## src/rtl/core/glcd_pkg.sv

```systemverilog
// Shared types and constants of the graphic LCD column controller.
`timescale 1ns / 1ps
package glcd_pkg;

  localparam int unsigned COLUMNS_DEF = 64;
  localparam int unsigned PAGES_DEF   = 8;
  localparam int unsigned QUEUE_DEPTH = 2;

  localparam logic [1:0] REQ_CMD_WRITE   = 2'd0;
  localparam logic [1:0] REQ_STATUS_READ = 2'd1;
  localparam logic [1:0] REQ_DATA_WRITE  = 2'd2;
  localparam logic [1:0] REQ_DATA_READ   = 2'd3;

  localparam logic [1:0] KIND_DONE    = 2'd0;
  localparam logic [1:0] KIND_WRITTEN = 2'd1;
  localparam logic [1:0] KIND_IGNORED = 2'd2;

  localparam logic [7:0] LINE_MASK    = 8'b0011_1111;
  localparam logic [7:0] PAGE_MASK    = 8'b0000_0111;
  localparam logic [7:0] ONOFF_MASK   = 8'b0011_1110;
  localparam logic [7:0] ONOFF_BIT    = 8'b0000_0001;

  typedef enum logic [2:0] {
    OP_START_LINE,
    OP_PAGE,
    OP_COLUMN,
    OP_DISPLAY,
    OP_BAD,
    OP_STATUS,
    OP_WRITE,
    OP_READ
  } glcd_op_t;

  typedef struct packed {
    glcd_op_t   op;
    logic [7:0] arg;
  } glcd_item_t;

  typedef enum logic {
    ST_CLEAR,
    ST_RUN
  } glcd_state_t;

endpackage

```

## src/rtl/core/glcd_column_controller.sv

```systemverilog
// Top level of the graphic LCD column controller.
// An accepted bus word is written into the queue; once the back end pops it, its result is registered.
// Throughput: one word per cycle while out_ready is high, paced by the single display memory port.
// Reset: synchronous, active low; clears all address, flag and latch registers.
// After reset a clearing pass writes zero to all COLUMNS*PAGES memory bytes (512 bytes
// at the defaults), one byte a cycle, with in_ready held low.
`timescale 1ns / 1ps
module glcd_column_controller #(
  parameter int unsigned COLUMNS = glcd_pkg::COLUMNS_DEF,
  parameter int unsigned PAGES   = glcd_pkg::PAGES_DEF
) (
  input  logic       clk,
  input  logic       rst_n,
  input  logic       in_valid,
  output logic       in_ready,
  input  logic [1:0] in_req_type,
  input  logic [7:0] in_bus_byte,
  output logic       out_valid,
  input  logic       out_ready,
  output logic [1:0] out_result_kind,
  output logic [7:0] out_read_byte,
  output logic [5:0] out_write_column,
  output logic [2:0] out_write_page,
  output logic       out_display_enabled,
  output logic [5:0] out_first_line
);
  import glcd_pkg::*;

  logic       run;
  logic       push_valid, push_ready;
  logic       pop_valid, pop_ready;
  glcd_item_t push_item, pop_item;

  glcd_front u_front (
    .run         (run),
    .in_valid    (in_valid),
    .in_ready    (in_ready),
    .in_req_type (in_req_type),
    .in_bus_byte (in_bus_byte),
    .push_valid  (push_valid),
    .push_ready  (push_ready),
    .push_item   (push_item)
  );

  glcd_queue u_queue (
    .clk        (clk),
    .rst_n      (rst_n),
    .push_valid (push_valid),
    .push_ready (push_ready),
    .push_item  (push_item),
    .pop_valid  (pop_valid),
    .pop_ready  (pop_ready),
    .pop_item   (pop_item)
  );

  glcd_back #(
    .COLUMNS (COLUMNS),
    .PAGES   (PAGES)
  ) u_back (
    .clk                 (clk),
    .rst_n               (rst_n),
    .run                 (run),
    .pop_valid           (pop_valid),
    .pop_ready           (pop_ready),
    .pop_item            (pop_item),
    .out_valid           (out_valid),
    .out_ready           (out_ready),
    .out_result_kind     (out_result_kind),
    .out_read_byte       (out_read_byte),
    .out_write_column    (out_write_column),
    .out_write_page      (out_write_page),
    .out_display_enabled (out_display_enabled),
    .out_first_line      (out_first_line)
  );

`ifndef SYNTH
  a_no_accept_while_clearing: assert property (@(posedge clk) disable iff (!rst_n)
    !run |-> !in_ready)
    else $error("word accepted during memory clearing");

  a_no_pop_while_clearing: assert property (@(posedge clk) disable iff (!rst_n)
    !run |-> !(pop_valid && pop_ready))
    else $error("queue popped during memory clearing");

  a_write_fields_only_on_write: assert property (@(posedge clk) disable iff (!rst_n)
    out_valid && (out_result_kind != KIND_WRITTEN) |->
      (out_write_column == 6'd0) && (out_write_page == 3'd0))
    else $error("write address reported on a non-write result");

  a_read_byte_only_on_read: assert property (@(posedge clk) disable iff (!rst_n)
    out_valid && (out_result_kind != KIND_DONE) |-> (out_read_byte == 8'd0))
    else $error("read byte driven on a write or ignored command");
`endif

endmodule

```

## src/rtl/core/glcd_ram.sv

```systemverilog
// Generic single-port RAM with registered read data.
`timescale 1ns / 1ps
module glcd_ram #(
  parameter int unsigned WIDTH = 8,
  parameter int unsigned DEPTH = 512
) (
  input  logic                     clk,
  input  logic                     en,
  input  logic                     we,
  input  logic [$clog2(DEPTH)-1:0] addr,
  input  logic [WIDTH-1:0]         wdata,
  output logic [WIDTH-1:0]         rdata
);

  logic [WIDTH-1:0] mem_r [DEPTH];
  logic [WIDTH-1:0] rdata_r;

  always_ff @(posedge clk) begin
    if (en) begin
      if (we) begin
        mem_r[addr] <= wdata;
      end else begin
        rdata_r <= mem_r[addr];
      end
    end
  end

  assign rdata = rdata_r;

endmodule

```

## src/rtl/core/glcd_front.sv

```systemverilog
// Front end: accepts bus words and decodes them into queue items.
`timescale 1ns / 1ps
module glcd_front (
  input  logic                 run,
  input  logic                 in_valid,
  output logic                 in_ready,
  input  logic [1:0]           in_req_type,
  input  logic [7:0]           in_bus_byte,
  output logic                 push_valid,
  input  logic                 push_ready,
  output glcd_pkg::glcd_item_t push_item
);
  import glcd_pkg::*;

  glcd_op_t op;

  always_comb begin
    op = OP_BAD;
    case (in_req_type)
      REQ_CMD_WRITE: begin
        if (in_bus_byte[7]) begin
          op = in_bus_byte[6] ? OP_START_LINE : OP_PAGE;
        end else if (in_bus_byte[6]) begin
          op = OP_COLUMN;
        end else if (in_bus_byte[5] && ((in_bus_byte & ONOFF_MASK) == ONOFF_MASK)) begin
          op = OP_DISPLAY;
        end else begin
          op = OP_BAD;
        end
      end
      REQ_STATUS_READ: op = OP_STATUS;
      REQ_DATA_WRITE:  op = OP_WRITE;
      REQ_DATA_READ:   op = OP_READ;
      default:         op = OP_BAD;
    endcase
  end

  assign in_ready      = run & push_ready;
  assign push_valid    = run & in_valid;
  assign push_item.op  = op;
  assign push_item.arg = in_bus_byte;

endmodule

```

## src/rtl/core/glcd_queue.sv

```systemverilog
// Short queue of decoded items between front and back end.
`timescale 1ns / 1ps
module glcd_queue (
  input  logic                 clk,
  input  logic                 rst_n,
  input  logic                 push_valid,
  output logic                 push_ready,
  input  glcd_pkg::glcd_item_t push_item,
  output logic                 pop_valid,
  input  logic                 pop_ready,
  output glcd_pkg::glcd_item_t pop_item
);
  import glcd_pkg::*;

  localparam int unsigned PW = (QUEUE_DEPTH > 1) ? $clog2(QUEUE_DEPTH) : 1;
  localparam int unsigned NW = $clog2(QUEUE_DEPTH + 1);

  glcd_item_t    entry_r [QUEUE_DEPTH];
  logic [PW-1:0] wptr_r, wptr_nxt;
  logic [PW-1:0] rptr_r, rptr_nxt;
  logic [NW-1:0] count_r, count_nxt;
  logic          do_push, do_pop;

  assign push_ready = (count_r != NW'(QUEUE_DEPTH));
  assign pop_valid  = (count_r != '0);
  assign pop_item   = entry_r[rptr_r];
  assign do_push    = push_valid & push_ready;
  assign do_pop     = pop_valid & pop_ready;

  always_comb begin
    wptr_nxt  = wptr_r;
    rptr_nxt  = rptr_r;
    count_nxt = count_r;
    if (do_push) begin
      wptr_nxt = (wptr_r == PW'(QUEUE_DEPTH - 1)) ? '0 : wptr_r + 1'b1;
    end
    if (do_pop) begin
      rptr_nxt = (rptr_r == PW'(QUEUE_DEPTH - 1)) ? '0 : rptr_r + 1'b1;
    end
    if (do_push && !do_pop) begin
      count_nxt = count_r + 1'b1;
    end else if (do_pop && !do_push) begin
      count_nxt = count_r - 1'b1;
    end
  end

  always_ff @(posedge clk) begin
    if (!rst_n) begin
      wptr_r  <= '0;
      rptr_r  <= '0;
      count_r <= '0;
    end else begin
      wptr_r  <= wptr_nxt;
      rptr_r  <= rptr_nxt;
      count_r <= count_nxt;
    end
  end

  always_ff @(posedge clk) begin
    if (do_push) begin
      entry_r[wptr_r] <= push_item;
    end
  end

endmodule

```

## src/rtl/core/glcd_back.sv

```systemverilog
// Back end: address registers, display memory access and result register.
`timescale 1ns / 1ps
module glcd_back #(
  parameter int unsigned COLUMNS = glcd_pkg::COLUMNS_DEF,
  parameter int unsigned PAGES   = glcd_pkg::PAGES_DEF
) (
  input  logic                 clk,
  input  logic                 rst_n,
  output logic                 run,
  input  logic                 pop_valid,
  output logic                 pop_ready,
  input  glcd_pkg::glcd_item_t pop_item,
  output logic                 out_valid,
  input  logic                 out_ready,
  output logic [1:0]           out_result_kind,
  output logic [7:0]           out_read_byte,
  output logic [5:0]           out_write_column,
  output logic [2:0]           out_write_page,
  output logic                 out_display_enabled,
  output logic [5:0]           out_first_line
);
  import glcd_pkg::*;

  localparam int unsigned CELLS = COLUMNS * PAGES;
  localparam int unsigned AW    = $clog2(CELLS);
  localparam int unsigned CW    = $clog2(COLUMNS);
  localparam int unsigned PW    = (PAGES > 1) ? $clog2(PAGES) : 1;

  glcd_state_t   state_r, state_nxt;
  logic [AW-1:0] clr_cnt_r, clr_cnt_nxt;
  logic [5:0]    col_r, col_nxt;
  logic [2:0]    page_r, page_nxt;
  logic [5:0]    start_r, start_nxt;
  logic          disp_r, disp_nxt;
  logic [7:0]    latch_r, latch_nxt;
  logic          pend_r, pend_nxt;
  logic          out_valid_r, out_valid_nxt;
  logic [1:0]    kind_r, kind_nxt;
  logic [7:0]    rbyte_r, rbyte_nxt;
  logic [5:0]    wcol_r, wcol_nxt;
  logic [2:0]    wpage_r, wpage_nxt;

  logic          clearing;
  logic          go;
  logic [7:0]    latch_cur;
  logic [4:0]    col_q_tab [64];
  logic [CW-1:0] col_r_tab [64];
  logic [PW-1:0] page_m_tab [64];
  logic [5:0]    page_sum;
  logic [AW-1:0] cell_idx;
  logic [6:0]    col_inc;
  logic [3:0]    page_inc;
  logic          col_wrap, page_wrap;
  logic [5:0]    col_adv;
  logic [2:0]    page_adv;

  logic          ram_en, ram_we;
  logic [AW-1:0] ram_addr;
  logic [7:0]    ram_wdata, ram_rdata;

  for (genvar g = 0; g < 64; g++) begin : g_tab
    localparam int unsigned CQ = g / COLUMNS;
    localparam int unsigned CR = g % COLUMNS;
    localparam int unsigned PM = g % PAGES;
    assign col_q_tab[g]  = 5'(CQ);
    assign col_r_tab[g]  = CW'(CR);
    assign page_m_tab[g] = PW'(PM);
  end

  assign page_sum = {3'b000, page_r} + {1'b0, col_q_tab[col_r]};
  assign cell_idx = AW'(page_m_tab[page_sum]) * AW'(COLUMNS) + AW'(col_r_tab[col_r]);

  assign col_inc   = {1'b0, col_r} + 7'd1;
  assign page_inc  = {1'b0, page_r} + 4'd1;
  assign col_wrap  = ({2'b00, col_inc} >= 9'(COLUMNS)) || col_inc[6];
  assign page_wrap = ({3'b000, page_inc} >= 7'(PAGES)) || page_inc[3];
  assign col_adv   = col_wrap ? 6'd0 : col_inc[5:0];
  assign page_adv  = !col_wrap ? page_r : (page_wrap ? 3'd0 : page_inc[2:0]);

  always_comb begin
    state_nxt = state_r;
    case (state_r)
      ST_CLEAR: if (clr_cnt_r == AW'(CELLS - 1)) state_nxt = ST_RUN;
      ST_RUN:   state_nxt = ST_RUN;
      default:  state_nxt = ST_CLEAR;
    endcase
  end

  always_comb begin
    clearing = 1'b0;
    run      = 1'b0;
    case (state_r)
      ST_CLEAR: clearing = 1'b1;
      ST_RUN:   run      = 1'b1;
      default:  clearing = 1'b1;
    endcase
  end

  assign pop_ready = run & (!out_valid_r | out_ready);
  assign go        = pop_valid & pop_ready;
  assign latch_cur = pend_r ? ram_rdata : latch_r;

  always_comb begin
    clr_cnt_nxt   = clearing ? clr_cnt_r + 1'b1 : clr_cnt_r;
    col_nxt       = col_r;
    page_nxt      = page_r;
    start_nxt     = start_r;
    disp_nxt      = disp_r;
    latch_nxt     = latch_cur;
    pend_nxt      = 1'b0;
    out_valid_nxt = out_ready ? 1'b0 : out_valid_r;
    kind_nxt      = kind_r;
    rbyte_nxt     = rbyte_r;
    wcol_nxt      = wcol_r;
    wpage_nxt     = wpage_r;
    ram_en        = clearing;
    ram_we        = clearing;
    ram_addr      = clr_cnt_r;
    ram_wdata     = '0;
    if (go) begin
      out_valid_nxt = 1'b1;
      kind_nxt      = KIND_DONE;
      rbyte_nxt     = '0;
      wcol_nxt      = '0;
      wpage_nxt     = '0;
      case (pop_item.op)
        OP_START_LINE: start_nxt = 6'(pop_item.arg & LINE_MASK);
        OP_PAGE:       page_nxt  = 3'(pop_item.arg & PAGE_MASK);
        OP_COLUMN:     col_nxt   = 6'(pop_item.arg & LINE_MASK);
        OP_DISPLAY:    disp_nxt  = |(pop_item.arg & ONOFF_BIT);
        OP_BAD:        kind_nxt  = KIND_IGNORED;
        OP_STATUS:     kind_nxt  = KIND_DONE;
        OP_WRITE: begin
          kind_nxt  = KIND_WRITTEN;
          wcol_nxt  = col_r;
          wpage_nxt = page_r;
          ram_en    = 1'b1;
          ram_we    = 1'b1;
          ram_addr  = cell_idx;
          ram_wdata = pop_item.arg;
          col_nxt   = col_adv;
          page_nxt  = page_adv;
        end
        OP_READ: begin
          rbyte_nxt = latch_cur;
          ram_en    = 1'b1;
          ram_we    = 1'b0;
          ram_addr  = cell_idx;
          pend_nxt  = 1'b1;
          col_nxt   = col_adv;
          page_nxt  = page_adv;
        end
        default: kind_nxt = KIND_IGNORED;
      endcase
    end
  end

  always_ff @(posedge clk) begin
    if (!rst_n) begin
      state_r     <= ST_CLEAR;
      clr_cnt_r   <= '0;
      col_r       <= '0;
      page_r      <= '0;
      start_r     <= '0;
      disp_r      <= 1'b0;
      latch_r     <= '0;
      pend_r      <= 1'b0;
      out_valid_r <= 1'b0;
    end else begin
      state_r     <= state_nxt;
      clr_cnt_r   <= clr_cnt_nxt;
      col_r       <= col_nxt;
      page_r      <= page_nxt;
      start_r     <= start_nxt;
      disp_r      <= disp_nxt;
      latch_r     <= latch_nxt;
      pend_r      <= pend_nxt;
      out_valid_r <= out_valid_nxt;
    end
  end

  always_ff @(posedge clk) begin
    kind_r  <= kind_nxt;
    rbyte_r <= rbyte_nxt;
    wcol_r  <= wcol_nxt;
    wpage_r <= wpage_nxt;
  end

  glcd_ram #(
    .WIDTH (8),
    .DEPTH (CELLS)
  ) u_ram (
    .clk   (clk),
    .en    (ram_en),
    .we    (ram_we),
    .addr  (ram_addr),
    .wdata (ram_wdata),
    .rdata (ram_rdata)
  );

  assign out_valid           = out_valid_r;
  assign out_result_kind     = kind_r;
  assign out_read_byte       = rbyte_r;
  assign out_write_column    = wcol_r;
  assign out_write_page      = wpage_r;
  assign out_display_enabled = disp_r;
  assign out_first_line      = start_r;

endmodule

```

## config.mk

```make
export PLATFORM = sky130hd
export DESIGN_NAME = glcd_column_controller
export DESIGN_NICKNAME = d
export VERILOG_FILES = /design/src/rtl/core/glcd_pkg.sv /design/src/rtl/core/glcd_column_controller.sv /design/src/rtl/core/glcd_ram.sv /design/src/rtl/core/glcd_front.sv /design/src/rtl/core/glcd_queue.sv /design/src/rtl/core/glcd_back.sv
export SDC_FILE = /design/constraint.sdc
export NUM_CORES = 2
export LEC_CHECK = 0
export BUFFER_PORTS_ARGS = -buffer_cell sky130_fd_sc_hd__buf_2
export CORE_MARGIN = 1.5
export CORE_UTILIZATION = 50
export CTS_CLUSTER_SIZE = 20
export DETAILED_ROUTE_END_ITERATION = 7
export GPL_ROUTABILITY_DRIVEN = 0
export PLACE_DENSITY = 0.75
export SYNTH_ARGS = -nofsm -noshare
export SYNTH_HDL_FRONTEND = slang
export SYNTH_HIERARCHICAL = 1
export SYNTH_MEMORY_MAX_BITS = 65536
export SYNTH_SLANG_ARGS = --single-unit
```

## constraint.sdc

```tcl
create_clock -name clk -period 14 [get_ports clk]
set_input_delay 2.8 -clock clk [delete_from_list [all_inputs] [get_ports clk]]
set_output_delay 2.8 -clock clk [all_outputs]
set_load 0.05 [all_outputs]
```

==> run metrics <==
Avg Cell Area, Syn 20.7 um2; post-synth top area share 0.764; outcome complete, but fails checks; Hold Path Class reg -> reg; Peak VDD IR 0.000114 V; I/O Buffers 41; # DRC 0; Routed WL approximately 420 mm; Bufs on Longest Clock Path 4; number of distinct library cells after synthesis 85; fin nets ~8,000; RSZ-0062 raised after global routing no; vias post-DR between 80,000 and 90,000; failing checks max-capacitance violations, max-slew violations; synth-to-layout area growth 10.5%; grt ovf 0; Syn. warnings 6; core area 324,000 um2; CTS sink cnt 4,186; initial antenna violation count 23; crit start category primary input; number of max-cap violations 2; critical-path maximum fanout 79; Synth Cell Area 163,000 um2; Most used DFF post-synth edfxtp_1; Die Span Y 574 um; Worst setup EP type flop; cell count after synthesis 7,864; register area share after synthesis 0.769; Final Hold Vio Count 0; final slew viol count 4; top cells by area, synth edfxtp_1 76%, mux4_2 12%, mux2i_1 3.0%, nor2_1 1.4%, o22ai_1 0.67%; vias in the first global route 82,163; post-layout util 0.555; Total Routing Usage GR 0.252; Placed Instances roughly 12,000; WL per Instance approximately 33 um; WP data arrival 9.57 ns; TritonCTS clock tree done; H-tree lvl count 5; DP Wirelength 253 mm; Starting Density 0.502; setup bufs post-CTS 0; WP data required approximately 15 ns; first-pass GRT wire length 598 mm; final antenna-violating net count 0; I/O pin count 42; fin cells 12,620; top-count cell post-synth edfxtp_1; Final Setup Violations 0; Hold-fix buffers, CTS 0; Setup TNS Final 0 ns; Fmax 112 MHz; Die Footprint 329,000 um2; cell leakage power about 64 nW; largest net degree at the start of global routing between 200 and 250; Clock Root Buffer clkbuf_16; synth cell count leaders 4,145 x edfxtp_1, 896 x mux4_2, 616 x nor2_1; drt initial violations 12,573; post-cts gate resize count 0; # fillers about 23,000; Synth async-reset ratio 0; clock transition at the registers of the reported paths 0.06 ns; synthesized flop and latch total 4,186; number of synthesized flops with an enable pin 4,145; share of cells above drive strength 1 0.210; synthesized net count 7,883; slew margin rel. -0.219; CTS Buf Count roughly 390; clock skew approximately 0.061 ns; Cell Rows around 210; Pre-Repair DR Iteration Count 6; Cell Pwr Density roughly 140 nW/um2; die width about 570 um; clock latency on the worst-skew pair 0.93 ns; vias per cell approximately 6.6; Tcrit/Tclk final 0.638; Synth area leader edfxtp_1; fin crit period between 8 and 9 ns; Worst-Margin Slew ~1.8 ns; critical path type in -> reg
==> state kept, by name, summed over array words and instances (netlist names), 8 cells and up, named ones only <==
name	flops
u_queue/entry_r	22
u_back/out_read_byte	8
u_back/clr_cnt_r	9
u_back/latch_r	8
u_back/u_ram/rdata	8
u_back/u_ram/mem_r	4096
==> placed cells by master (no fill, tap or decap), types with 14 or more instances in the layout <==
cell        Yosys  routed
edfxtp_1     4145    4145
clkinv_1        0     103
clkbuf_1      150      72
nor2_1        616     608
inv_1          22      21
a21oi_1        85      85
mux2_2         58      54
bufinv_16       0      28
nor4_1         21      21
a22o_1         18      18
and2_1         27      26
o211ai_1       22      22
dfxtp_1        41      41
mux2i_1       485     485
a32oi_1        15      15
clkinv_2        0      64
buf_12          3      16
a22oi_1        89      89
and3_1         29      21
nand3_1        79      79
clkinvlp_4      0      14
buf_2         179      43
clkbuf_16       0     397
nand4_1        60      60
o22ai_1       175     175
mux4_2        896     896
o21ai_0        99      99
buf_4          59     139
a211oi_1       22      22
nand2_1       159     142
nand2_4         0      16
nor3_1         19      17
==> stage by stage <==
stage          setup WS, ns  hold slack (ns)  cell area, um2  total power [mW]
2_1_floorplan          1.89            0.456          163000              14.4
3_3_place_gp           3.74            0.479          168000              14.6
3_5_place_dp           4.43            0.490          168000              14.6
4_1_cts                5.32            0.506          180000              24.7
5_1_grt                4.86            0.533          180000              25.2
6_report               5.07            0.502          180000              24.6
==> where the power goes <==
group	switching [mW]	leakage [nW]	internal [mW]	total, mW
clock network	4.54	5.96	5.73	10.3
registers	0.00283	46.1	13.6	13.6
logic	0.481	11.7	0.291	0.772
total	5.02	63.7	19.6	24.6
==> layer usage <==
layer  global-route usage  vias to the layer above  share of wire
met4                0.130                       24          0.060
met2                0.393                     5807           0.47
li1                     -                    32836              -
met3               0.0652                     1120           0.12
met1                0.331                    43368           0.35
met5                    0                        -        0.00043
==> worst max-delay path, cell delays in order <==
cell,delay [ns]
buf_2,0.08
nand2b_1,0.20
nand2_1,0.24
nor2_2,0.53
mux2_8,0.82
buf_12,0.57
buf_4,0.62
mux4_2,0.59
nand4_1,0.30
nand4_1,0.38
a41o_1,0.32
a2111oi_0,0.98
nand4_1,0.45
or4_1,0.51
==> final timing paths <==
kind | start | endpoint | slack [ns] | cells past startpoint
setup reg to reg | flop | u_back/u_ram/rdata[7] | 6.01 | 13
hold reg to reg | u_back/out_first_line[4] | u_back/out_first_line[4] | 0.50 | 2
setup / recovery | out_ready | u_back/u_ram/rdata[7] | 5.07 | 14
hold / removal | u_back/out_first_line[4] | u_back/out_first_line[4] | 0.50 | 2
==> final cells by class <==
class,count,area [um2],share of cell area
Antenna cell,5,12.5,0.0000695
Clock buffer,472,10200,0.0569
Clock inverter,232,2010,0.0111
Inverter,24,103,0.000570
Multi-Input combinational cell,3178,35300,0.196
Sequential cell,4186,125000,0.696
Tap cell,4325,5410,0.0301
Timing Repair Buffer,198,1580,0.00877
==> logic make-up after synthesis <==
group,count (synthesis),share of synthesized area
AOI/OAI and AO/OA,617,0.0251
xor gates and xnor gates,10,0.000538
adders and majority gates,5,0.000384
buffers and inverters,500,0.0160
DFF,4186,0.769
muxes,1443,0.158
and+or+nand+nor,1103,0.0306
Power figures use the tool's default switching activity.
